<file path="config.mk">
export PLATFORM = sky130hd
export DESIGN_NAME = rational_arithmetic_unit_flat
export DESIGN_NICKNAME = d
export VERILOG_FILES = /design/src/rtl/core/rau_pkg.sv /design/src/rtl/core/rau_if.sv /design/src/rtl/core/rau_mul.sv /design/src/rtl/core/rau_div.sv /design/src/rtl/core/rational_arithmetic_unit.sv /design/src/flat_wrapper.sv
export SDC_FILE = /design/constraint.sdc
export NUM_CORES = 2
export LEC_CHECK = 0
export ABC_AREA = 0
export CAP_MARGIN = 20
export CORE_AREA = 8 8 342 344
export CTS_CLUSTER_SIZE = 8
export DETAILED_ROUTE_END_ITERATION = 16
export DIE_AREA = 0 0 350 352
export DONT_BUFFER_PORTS = 1
export PLACE_DENSITY = 0.88
export SLEW_MARGIN = 20
export SYNTH_ARGS = -nofsm -noshare
export SYNTH_HDL_FRONTEND = slang
export SYNTH_SLANG_ARGS = --single-unit
</file>
<file path="constraint.sdc">
create_clock -name i_clk -period 9.9 [get_ports i_clk]
set_input_delay 1.98 -clock i_clk [delete_from_list [all_inputs] [get_ports i_clk]]
set_output_delay 1.98 -clock i_clk [all_outputs]
set_load 0.005 [all_outputs]
</file>
<file path="src/rtl/core/rau_pkg.sv">
// rau_pkg: shared constants and types for the rational arithmetic unit
// no dependencies
package rau_pkg;
    localparam int DEF_WIDTH = 32;

    typedef enum logic [2:0] {
        OP_ADD = 3'd0, OP_SUB = 3'd1, OP_MUL = 3'd2, OP_DIV = 3'd3,
        OP_NEG = 3'd4, OP_CMP = 3'd5, OP_SIMP = 3'd6, OP_NONE = 3'd7
    } t_op;

    typedef enum logic [1:0] {
        ST_OK = 2'd0, ST_ZDEN = 2'd1, ST_DIVZ = 2'd2, ST_OVF = 2'd3
    } t_status;

    typedef struct packed {
        logic [2:0]  opcode;
        logic [31:0] a_num;
        logic [31:0] a_den;
        logic [31:0] b_num;
        logic [31:0] b_den;
    } t_req;

    typedef struct packed {
        logic [31:0] res_num;
        logic [30:0] res_den;
        logic        less;
        logic        equal;
        logic [1:0]  status;
    } t_rsp;
endpackage

</file>
<file path="src/rtl/core/rau_if.sv">
// rau_if: valid/ready channel carrying a payload of type t_payload
// depends on nothing; payload types come from rau_pkg
interface rau_if #(parameter type t_payload = logic) (input logic i_clk);
    logic     valid;
    logic     ready;
    t_payload data;
    modport source (output valid, output data, input ready);
    modport sink (input valid, input data, output ready);
endinterface

</file>
<file path="src/rtl/core/rau_mul.sv">
// rau_mul: shift-add multiplier, one bit of the multiplier per cycle
// depends on rau_pkg
module rau_mul import rau_pkg::*; #(
    parameter int WIDTH = DEF_WIDTH
) (
    input  logic               i_clk,
    input  logic               i_rst_n,
    input  logic               i_start,
    input  logic [WIDTH-1:0]   i_x,
    input  logic [WIDTH-1:0]   i_y,
    output logic               o_done,
    output logic [2*WIDTH-1:0] o_p
);
    localparam int CW = $clog2(WIDTH + 1);
    logic [2*WIDTH-1:0] r_acc, r_mc;
    logic [WIDTH-1:0]   r_mp;
    logic [CW-1:0]      r_cnt;
    logic               r_busy, r_done;

    always_ff @(posedge i_clk) begin
        if (!i_rst_n) begin
            r_busy <= 1'b0;
            r_done <= 1'b0;
        end else begin
            r_done <= 1'b0;
            if (i_start) begin
                r_busy <= 1'b1;
                r_acc  <= '0;
                r_mc   <= {{WIDTH{1'b0}}, i_x};
                r_mp   <= i_y;
                r_cnt  <= CW'(WIDTH);
            end else if (r_busy) begin
                if (r_mp[0]) r_acc <= r_acc + r_mc;
                r_mc  <= r_mc << 1;
                r_mp  <= r_mp >> 1;
                r_cnt <= r_cnt - 1'b1;
                if (r_cnt == CW'(1)) begin
                    r_busy <= 1'b0;
                    r_done <= 1'b1;
                end
            end
        end
    end
    assign o_done = r_done;
    assign o_p    = r_acc;
endmodule

</file>
<file path="src/rtl/core/rau_div.sv">
// rau_div: restoring divider, one quotient bit per cycle; also gives remainder
// depends on rau_pkg
module rau_div import rau_pkg::*; #(
    parameter int W = 2 * DEF_WIDTH
) (
    input  logic         i_clk,
    input  logic         i_rst_n,
    input  logic         i_start,
    input  logic [W-1:0] i_n,
    input  logic [W-1:0] i_d,
    output logic         o_done,
    output logic [W-1:0] o_q,
    output logic [W-1:0] o_r
);
    localparam int CW = $clog2(W + 1);
    logic [W-1:0]  r_q, r_d;
    logic [W:0]    r_r;
    logic [CW-1:0] r_cnt;
    logic          r_busy, r_done;
    logic [W:0]    trial;

    assign trial = {r_r[W-1:0], r_q[W-1]};

    always_ff @(posedge i_clk) begin
        if (!i_rst_n) begin
            r_busy <= 1'b0;
            r_done <= 1'b0;
        end else begin
            r_done <= 1'b0;
            if (i_start) begin
                r_busy <= 1'b1;
                r_q    <= i_n;
                r_d    <= i_d;
                r_r    <= '0;
                r_cnt  <= CW'(W);
            end else if (r_busy) begin
                if (trial >= {1'b0, r_d}) begin
                    r_r <= trial - {1'b0, r_d};
                    r_q <= {r_q[W-2:0], 1'b1};
                end else begin
                    r_r <= trial;
                    r_q <= {r_q[W-2:0], 1'b0};
                end
                r_cnt <= r_cnt - 1'b1;
                if (r_cnt == CW'(1)) begin
                    r_busy <= 1'b0;
                    r_done <= 1'b1;
                end
            end
        end
    end
    assign o_done = r_done;
    assign o_q    = r_q;
    assign o_r    = r_r[W-1:0];
endmodule

</file>
<file path="src/rtl/core/rational_arithmetic_unit.sv">
// rational_arithmetic_unit: top level, sequencer around a shared multiplier and divider
// products on the shared multiplier, then a euclid loop and two final divides to reduce the result
// one transaction at a time; ready only while idle and the result slot is free
// run time is set by the euclid loop on the shared 2*WIDTH-bit restoring divider
// synchronous active-low reset clears sequencer and output valid
// depends on rau_pkg, rau_if, rau_mul, rau_div
module rational_arithmetic_unit import rau_pkg::*; #(
    parameter int WIDTH = DEF_WIDTH
) (
    input  logic i_clk,
    input  logic i_rst_n,
    rau_if.sink   i_req,
    rau_if.source o_rsp
);
    localparam int W2 = 2 * WIDTH;

    typedef enum logic [3:0] {
        S_IDLE, S_M0, S_M1, S_M2, S_M3, S_COMB, S_GCD, S_Q1, S_Q2, S_CHK, S_OUT
    } t_state;

    t_state             r_state;
    logic [2:0]         r_op;
    logic               r_an, r_bn;
    logic [WIDTH-1:0]   r_anm, r_adm, r_bnm, r_bdm;
    logic [W2-1:0]      r_x, r_y, r_d, r_gx, r_gy, r_n;
    logic               r_neg;
    logic               r_vld;
    t_rsp               r_rsp;

    logic               mul_start, mul_done, div_start, div_done;
    logic [WIDTH-1:0]   mul_a, mul_b;
    logic [W2-1:0]      mul_p, div_n, div_d, div_q, div_r;

    rau_mul #(.WIDTH(WIDTH)) u_mul (
        .i_clk, .i_rst_n, .i_start(mul_start), .i_x(mul_a), .i_y(mul_b),
        .o_done(mul_done), .o_p(mul_p)
    );
    rau_div #(.W(W2)) u_div (
        .i_clk, .i_rst_n, .i_start(div_start), .i_n(div_n), .i_d(div_d),
        .o_done(div_done), .o_q(div_q), .o_r(div_r)
    );

    function automatic logic [WIDTH:0] magn(input logic [31:0] v);
        logic [WIDTH-1:0] m;
        m = v[WIDTH-1:0];
        return m[WIDTH-1] ? {1'b1, -m} : {1'b0, m};
    endfunction

    logic [WIDTH:0] ma_n, ma_d, mb_n, mb_d;
    assign ma_n = magn(i_req.data.a_num);
    assign ma_d = magn(i_req.data.a_den);
    assign mb_n = magn(i_req.data.b_num);
    assign mb_d = magn(i_req.data.b_den);

    assign i_req.ready = (r_state == S_IDLE) && !r_vld;
    assign o_rsp.valid = r_vld;
    assign o_rsp.data  = r_rsp;

    logic [W2-1:0] half;
    assign half = W2'(1) << (WIDTH - 1);

    always_comb begin
        mul_a = r_anm;
        mul_b = r_bdm;
        unique case (r_state)
            S_M1: begin mul_a = r_bnm; mul_b = r_adm; end
            S_M2: begin mul_a = r_adm; mul_b = r_bdm; end
            S_M3: begin mul_a = r_adm; mul_b = r_bnm; end
            default: begin
                if (r_op == OP_MUL) mul_b = r_bnm;
            end
        endcase
    end

    always_ff @(posedge i_clk) begin
        if (!i_rst_n) begin
            r_state   <= S_IDLE;
            r_vld     <= 1'b0;
            mul_start <= 1'b0;
            div_start <= 1'b0;
        end else begin
            mul_start <= 1'b0;
            div_start <= 1'b0;
            if (o_rsp.valid && o_rsp.ready) r_vld <= 1'b0;
            unique case (r_state)
                S_IDLE: begin
                    if (i_req.valid && i_req.ready) begin
                        r_op  <= i_req.data.opcode;
                        r_anm <= ma_n[WIDTH-1:0];
                        r_adm <= ma_d[WIDTH-1:0];
                        r_bnm <= mb_n[WIDTH-1:0];
                        r_bdm <= mb_d[WIDTH-1:0];
                        r_an  <= (ma_n[WIDTH-1:0] != '0) && (ma_n[WIDTH] != ma_d[WIDTH]);
                        r_bn  <= (mb_n[WIDTH-1:0] != '0) && (mb_n[WIDTH] != mb_d[WIDTH]);
                        r_rsp <= '0;
                        if (i_req.data.opcode == OP_NONE) begin
                            r_state <= S_OUT;
                        end else if (ma_d[WIDTH-1:0] == '0 ||
                                ((i_req.data.opcode <= OP_DIV || i_req.data.opcode == OP_CMP)
                                 && mb_d[WIDTH-1:0] == '0)) begin
                            r_rsp.status <= ST_ZDEN;
                            r_state      <= S_OUT;
                        end else if (i_req.data.opcode == OP_DIV && mb_n[WIDTH-1:0] == '0) begin
                            r_rsp.status <= ST_DIVZ;
                            r_state      <= S_OUT;
                        end else if (i_req.data.opcode == OP_NEG ||
                                     i_req.data.opcode == OP_SIMP) begin
                            r_x     <= {{WIDTH{1'b0}}, ma_n[WIDTH-1:0]};
                            r_d     <= {{WIDTH{1'b0}}, ma_d[WIDTH-1:0]};
                            r_state <= S_COMB;
                        end else begin
                            mul_start <= 1'b1;
                            r_state   <= S_M0;
                        end
                    end
                end
                S_M0: if (mul_done) begin
                    r_x <= mul_p;
                    mul_start <= 1'b1;
                    r_state <= S_M1;
                end
                S_M1: if (mul_done) begin
                    r_y <= mul_p;
                    if (r_op == OP_CMP) begin
                        r_state <= S_OUT;
                        if (r_an != r_bn) begin
                            r_rsp.less <= r_an;
                        end else begin
                            r_rsp.less  <= r_an ? (r_x > mul_p) : (r_x < mul_p);
                            r_rsp.equal <= r_x == mul_p;
                        end
                    end else begin
                        mul_start <= 1'b1;
                        r_state <= (r_op == OP_DIV) ? S_M3 : S_M2;
                    end
                end
                S_M2, S_M3: if (mul_done) begin
                    r_d <= mul_p;
                    r_state <= S_COMB;
                end
                S_COMB: begin
                    logic sy;
                    logic [W2-1:0] m;
                    logic s;
                    sy = (r_op == OP_SUB) ? (r_bnm != '0 && !r_bn) : r_bn;
                    m = r_x;
                    s = r_an != r_bn;
                    unique case (r_op)
                        OP_ADD, OP_SUB: begin
                            if (r_an == sy) begin m = r_x + r_y; s = r_an; end
                            else if (r_x >= r_y) begin m = r_x - r_y; s = r_an; end
                            else begin m = r_y - r_x; s = sy; end
                        end
                        OP_NEG: s = !r_an && r_anm != '0;
                        OP_SIMP: s = r_an;
                        default: m = r_x;
                    endcase
                    r_n   <= m;
                    r_neg <= s && m != '0;
                    if (m == '0) begin
                        r_rsp.res_den <= 31'd1;
                        r_state <= S_OUT;
                    end else begin
                        r_gx <= m;
                        r_gy <= r_d;
                        div_start <= 1'b1;
                        r_state <= S_GCD;
                    end
                end
                S_GCD: if (div_done) begin
                    if (div_r == '0) begin
                        r_gx <= r_gy;
                        div_start <= 1'b1;
                        r_state <= S_Q1;
                    end else begin
                        r_gx <= r_gy;
                        r_gy <= div_r;
                        div_start <= 1'b1;
                    end
                end
                S_Q1: if (div_done) begin
                    r_n <= div_q;
                    div_start <= 1'b1;
                    r_state <= S_Q2;
                end
                S_Q2: if (div_done) begin
                    r_d <= div_q;
                    r_state <= S_CHK;
                end
                S_CHK: begin
                    if (r_d > half - 1 || r_n > (r_neg ? half : half - 1)) begin
                        r_rsp.status <= ST_OVF;
                    end else begin
                        r_rsp.res_num <= 32'($signed(r_neg ? -r_n[WIDTH-1:0] : r_n[WIDTH-1:0]));
                        r_rsp.res_den <= 31'(r_d);
                    end
                    r_state <= S_OUT;
                end
                S_OUT: begin
                    r_vld   <= 1'b1;
                    r_state <= S_IDLE;
                end
                default: r_state <= S_IDLE;
            endcase
        end
    end

    always_comb begin
        div_n = r_gx;
        div_d = r_gy;
        unique case (r_state)
            S_Q1: begin div_n = r_n; div_d = r_gx; end
            S_Q2: begin div_n = r_d; div_d = r_gx; end
            default: ;
        endcase
    end

    a_ready_idle: assert property (@(posedge i_clk) disable iff (!i_rst_n)
        i_req.ready |-> !o_rsp.valid) else $error("ready while result pending");
    a_one_out: assert property (@(posedge i_clk) disable iff (!i_rst_n)
        (i_req.valid && i_req.ready) |=> !i_req.ready) else $error("took two transactions");
    a_err_clear: assert property (@(posedge i_clk) disable iff (!i_rst_n)
        (o_rsp.valid && o_rsp.data.status != ST_OK) |->
        (o_rsp.data.res_den == '0 && o_rsp.data.res_num == '0))
        else $error("error result carries a value");
endmodule

</file>
<file path="src/flat_wrapper.sv">
// flat-port wrapper written by rule: the top's interface ports become plain ports
module rational_arithmetic_unit_flat import rau_pkg::*;
#(
    parameter int WIDTH = DEF_WIDTH
)
  (i_clk, i_rst_n, i_req_valid, i_req_data, i_req_ready, o_rsp_valid, o_rsp_data, o_rsp_ready);
  rau_if #(.t_payload(t_req)) i_req_i (.i_clk(i_clk));
  rau_if #(.t_payload(t_rsp)) o_rsp_i (.i_clk(i_clk));
  input  logic i_clk;
  input  logic i_rst_n;
  input wire logic [$bits(i_req_i.valid)-1:0] i_req_valid;
  input wire logic [$bits(i_req_i.data)-1:0] i_req_data;
  output wire logic [$bits(i_req_i.ready)-1:0] i_req_ready;
  output wire logic [$bits(o_rsp_i.valid)-1:0] o_rsp_valid;
  output wire logic [$bits(o_rsp_i.data)-1:0] o_rsp_data;
  input wire logic [$bits(o_rsp_i.ready)-1:0] o_rsp_ready;
  assign i_req_i.valid = i_req_valid;
  assign i_req_i.data = i_req_data;
  assign i_req_ready = i_req_i.ready;
  assign o_rsp_valid = o_rsp_i.valid;
  assign o_rsp_data = o_rsp_i.data;
  assign o_rsp_i.ready = o_rsp_ready;
  rational_arithmetic_unit #(.WIDTH(WIDTH)) u_core (.i_clk(i_clk), .i_rst_n(i_rst_n), .i_req(i_req_i), .o_rsp(o_rsp_i));
endmodule
</file>
==> out/qor.csv <==
stage,metric,value,unit
setup_path,Worst setup SP type,flip-flop,
setup_path,critical path required time,10240,ps
power,total chip power,13.1,mW
clock_tree,TritonCTS clock tree,done,
layout,net count of the finished layout,7406,
logic_synthesis,Yosys reg bits,961,
clock_tree,"Clk Latency, worst-skew pair",780,ps
power,Worst IR Drop VDD,0.000155,V
layout,register name with the most flops,u_core.o_rsp.data,
floorplan,Cell Rows,123,
setup_path,maximum fanout along the worst path,64,
power,power density normalized to cell area,186,nW/µm²
layout,fraction of layout cells with a size suffix above 1,0.0627,
min_path,worst min path class,flip-flop to flip-flop,
timing,unrepaired setup endpoints after global routing,no,
timing,smallest setup slack after layout,1680,ps
power,standby leakage power,27.1,nW
timing,Worst-Margin Slew,1280,ps
detailed_routing,post-route antenna net violation count,0,
timing,final clock period utilization by the worst path,0.830,
status,result of the run,"complete, no violations",
logic_synthesis,Ys Warns,0,
flow_run,maxcap violations,0,
placed_design,global placer's final weighted congestion,1.12,
clock_tree,Num Clock Sinks,961,
timing,final-report max-slew violation count,0,
floorplan,Die Area,123000,µm²
timing,post-route setup TNS,0,ps
logic_synthesis,Main synth FF type,sky130_fd_sc_hd__edfxtp_1,
logic_synthesis,average footprint of a synthesized cell,9.38,µm²
global_route,"Remaining Overflow, GRT",0,
clock_tree,post-cts gate resize count,0,
floorplan,initial cell density of the core,0.585,
detailed_routing,Remaining DRCs,0,
layout,post-route non-filler standard cell count,8386,
floorplan,Ports,204,
clock_tree,number of buffers on the longest clock path,3,
placed_design,HPWL after DPL,202,mm
global_route,Total GRT Usage,0.413,
logic_synthesis,number of enable flip-flop cells after synthesis,950,
placed_design,worst setup timing slack at the placement stage,1820,ps
timing,Hold Slack,437,ps
logic_synthesis,Synthesized Nets,7519,
logic_synthesis,sequential share of the synthesized area,0.441,
layout,share of the core filled with cells,0.634,
global_route,pin count of the biggest net entering global routing,106,
floorplan,Die Ht,352,µm
global_route,via count of the first global-routing pass,55200,
setup_path,endpoint type of the worst setup path,flip-flop,
global_route,first-pass GRT wire length,378,mm
clock_tree,number of buffers inserted during clock tree synthesis,140,
clock_tree,CTS root buffer,sky130_fd_sc_hd__clkbuf_16,
detailed_routing,via/cell ratio,7.04,
clock_tree,"Reg clk slew, reported paths",60,ps
layout,"final std cell area, no fill",70700,µm²
floorplan,horizontal die dimension,350,µm
logic_synthesis,Mapped Cells,6954,
timing,final-report hold violation count,0,
placed_design,cell area after placement,66700,µm²
placed_design,count of buffers inserted at the top-level ports,0,
detailed_routing,via count of the routed design,59000,
layout,"leading cell type in the layout, fill and taps excluded",sky130_fd_sc_hd__edfxtp_1,
clock_tree,count of buffers added by post-CTS timing repair for setup,0,
timing,maximum achievable frequency,122,MHz
timing,Slew headroom,0.140,
logic_synthesis,number of different library cells in the post-synthesis netlist,106,
timing,"Min Clock Period, post-route",8220,ps
logic_synthesis,Syn Std Cell Area,65200,µm²
floorplan,placeable core region,112000,µm²
clock_tree,maximum level of the CTS H-tree,4,
detailed_routing,DRT Wirelength,266,mm
layout,Largest register FFs,67,
layout,signed area change from the synthesized netlist to the final layout,8.42,%
timing,Finish-stage setup viols,0,
logic_synthesis,fraction of registers with async set or reset after synthesis,0,
placed_design,Post-Place Cells,8196,
detailed_routing,wire per inst,31.7,µm
setup_path,critical path type,flip-flop to flip-flop,
timing,final setup skew,53.3,ps
layout,"commonest cells after routing, fill and taps aside","sky130_fd_sc_hd__edfxtp_1 (950), sky130_fd_sc_hd__nor2_1 (782), sky130_fd_sc_hd__nand2_1 (657)",
setup_path,"Arr. time, crit path",8550,ps
detailed_routing,DR iter-0 viols,9234,
global_route,initial antenna violation count,19,
clock_tree,count of hold buffers inserted by post-cts repair,0,
detailed_routing,drt first pass iters,10,
[critical path, stage by stage (launching register included)]
cell,delay [ps]
sky130_fd_sc_hd__edfxtp_1,460
sky130_fd_sc_hd__ha_1,730
sky130_fd_sc_hd__nand2_1,300
sky130_fd_sc_hd__o21ai_0,460
sky130_fd_sc_hd__nand2_1,120
sky130_fd_sc_hd__a21oi_1,770
sky130_fd_sc_hd__nor2_1,240
sky130_fd_sc_hd__a21oi_4,660
sky130_fd_sc_hd__buf_4,370
sky130_fd_sc_hd__mux2_2,370
sky130_fd_sc_hd__a21oi_1,170
sky130_fd_sc_hd__xnor2_1,80
sky130_fd_sc_hd__mux2i_1,290
sky130_fd_sc_hd__nand4b_1,300
sky130_fd_sc_hd__or4_1,740
sky130_fd_sc_hd__nor4_4,600
sky130_fd_sc_hd__nor4b_1,530
sky130_fd_sc_hd__nor2_4,70
sky130_fd_sc_hd__buf_4,460
[synth_stat cells (14+ instances only)]
library cell / n / area (µm²)
sky130_fd_sc_hd__a21o_1: 153 / 1150
sky130_fd_sc_hd__a22o_1: 36 / 315
sky130_fd_sc_hd__and2_1: 32 / 200
sky130_fd_sc_hd__or4_1: 32 / 240
sky130_fd_sc_hd__o41ai_1: 28 / 245
sky130_fd_sc_hd__ha_1: 425 / 5320
sky130_fd_sc_hd__a311oi_1: 14 / 123
sky130_fd_sc_hd__or3_1: 44 / 275
sky130_fd_sc_hd__o21a_1: 49 / 368
sky130_fd_sc_hd__mux2i_1: 51 / 510
sky130_fd_sc_hd__edfxtp_1: 950 / 28500
sky130_fd_sc_hd__nand2_1: 659 / 2470
sky130_fd_sc_hd__xor2_1: 123 / 1080
sky130_fd_sc_hd__nor2_1: 796 / 2990
sky130_fd_sc_hd__a21boi_0: 15 / 113
sky130_fd_sc_hd__a211oi_1: 43 / 323
sky130_fd_sc_hd__o22ai_1: 20 / 125
sky130_fd_sc_hd__a221oi_1: 19 / 166
sky130_fd_sc_hd__o31ai_1: 68 / 510
sky130_fd_sc_hd__nand3_1: 111 / 556
sky130_fd_sc_hd__o21bai_1: 79 / 593
sky130_fd_sc_hd__xnor2_1: 187 / 1640
sky130_fd_sc_hd__buf_2: 36 / 180
sky130_fd_sc_hd__a2111oi_0: 15 / 131
sky130_fd_sc_hd__inv_1: 443 / 1660
sky130_fd_sc_hd__o311ai_0: 15 / 131
sky130_fd_sc_hd__nor4_1: 103 / 644
sky130_fd_sc_hd__mux2_2: 84 / 946
sky130_fd_sc_hd__clkbuf_1: 261 / 980
sky130_fd_sc_hd__nor3_1: 117 / 586
sky130_fd_sc_hd__nand2b_1: 75 / 469
sky130_fd_sc_hd__buf_1: 33 / 124
sky130_fd_sc_hd__nand4_1: 101 / 632
sky130_fd_sc_hd__nor2b_1: 85 / 532
sky130_fd_sc_hd__o21ai_0: 326 / 1630
sky130_fd_sc_hd__a31oi_1: 180 / 1130
sky130_fd_sc_hd__a21oi_1: 607 / 3040
sky130_fd_sc_hd__or2_2: 23 / 144
sky130_fd_sc_hd__a22oi_1: 156 / 1170
sky130_fd_sc_hd__and3_1: 64 / 400
sky130_fd_sc_hd__o211ai_1: 49 / 368
[kinds of logic (layout without fill, tap and decap cells)]
family / Yosys count / after routing / synth area share
compound gates: 2024 / 2024 / 0.201
xor+xnor: 310 / 310 / 0.0416
simple gates: 2312 / 2312 / 0.165
buf+inv: 781 / 703 / 0.0461
fa+ha+maj: 430 / 430 / 0.0831
mux: 136 / 136 / 0.0225
flops: 961 / 961 / 0.441
other cells: 0 / 10 / 0
[path summary, 6_finish.rpt]
path / start / to / slack, ps / cells after the start
max reg2reg: u_core.r_x[50]$_SDFFCE_PN0P_ / u_core.r_gx[24]$_DFFE_PP_ / 1680 / 18
min reg2reg: u_core.u_div.r_busy$_SDFF_PN0_ / u_core.u_div.o_done$_SDFF_PP0_ / 440 / 2
min: u_core.u_div.r_busy$_SDFF_PN0_ / u_core.u_div.o_done$_SDFF_PP0_ / 440 / 2
max: u_core.r_x[50]$_SDFFCE_PN0P_ / u_core.r_gx[24]$_DFFE_PP_ / 1680 / 18
[area by class of cell]
class                           instances  area, µm²
Antenna cell                           10       25.0
Clock buffer                          158       3590
Clock inverter                         19        390
Fill cell                            8779      40800
Inverter                              445       1670
Multi-Input combinational cell       5212      33800
Sequential cell                       961      28800
Tap cell                             1500       1880
Timing Repair Buffer                   81        653
[report_power, final]
group / internal, mW / switching, mW / total (mW)
registers: 5.11 / 0.500 / 5.61
logic: 0.925 / 2.12 / 3.04
clock network: 2.60 / 1.90 / 4.50
total: 8.63 / 4.52 / 13.1
[metal layers]
layer / track usage / wire [µm]
met1: 0.546 / 100000
met2: 0.589 / 109000
met3: 0.155 / 39700
met4: 0.211 / 16600
met5: 0.00120 / 122
Note: power is estimated with default switching activity, not from simulation.
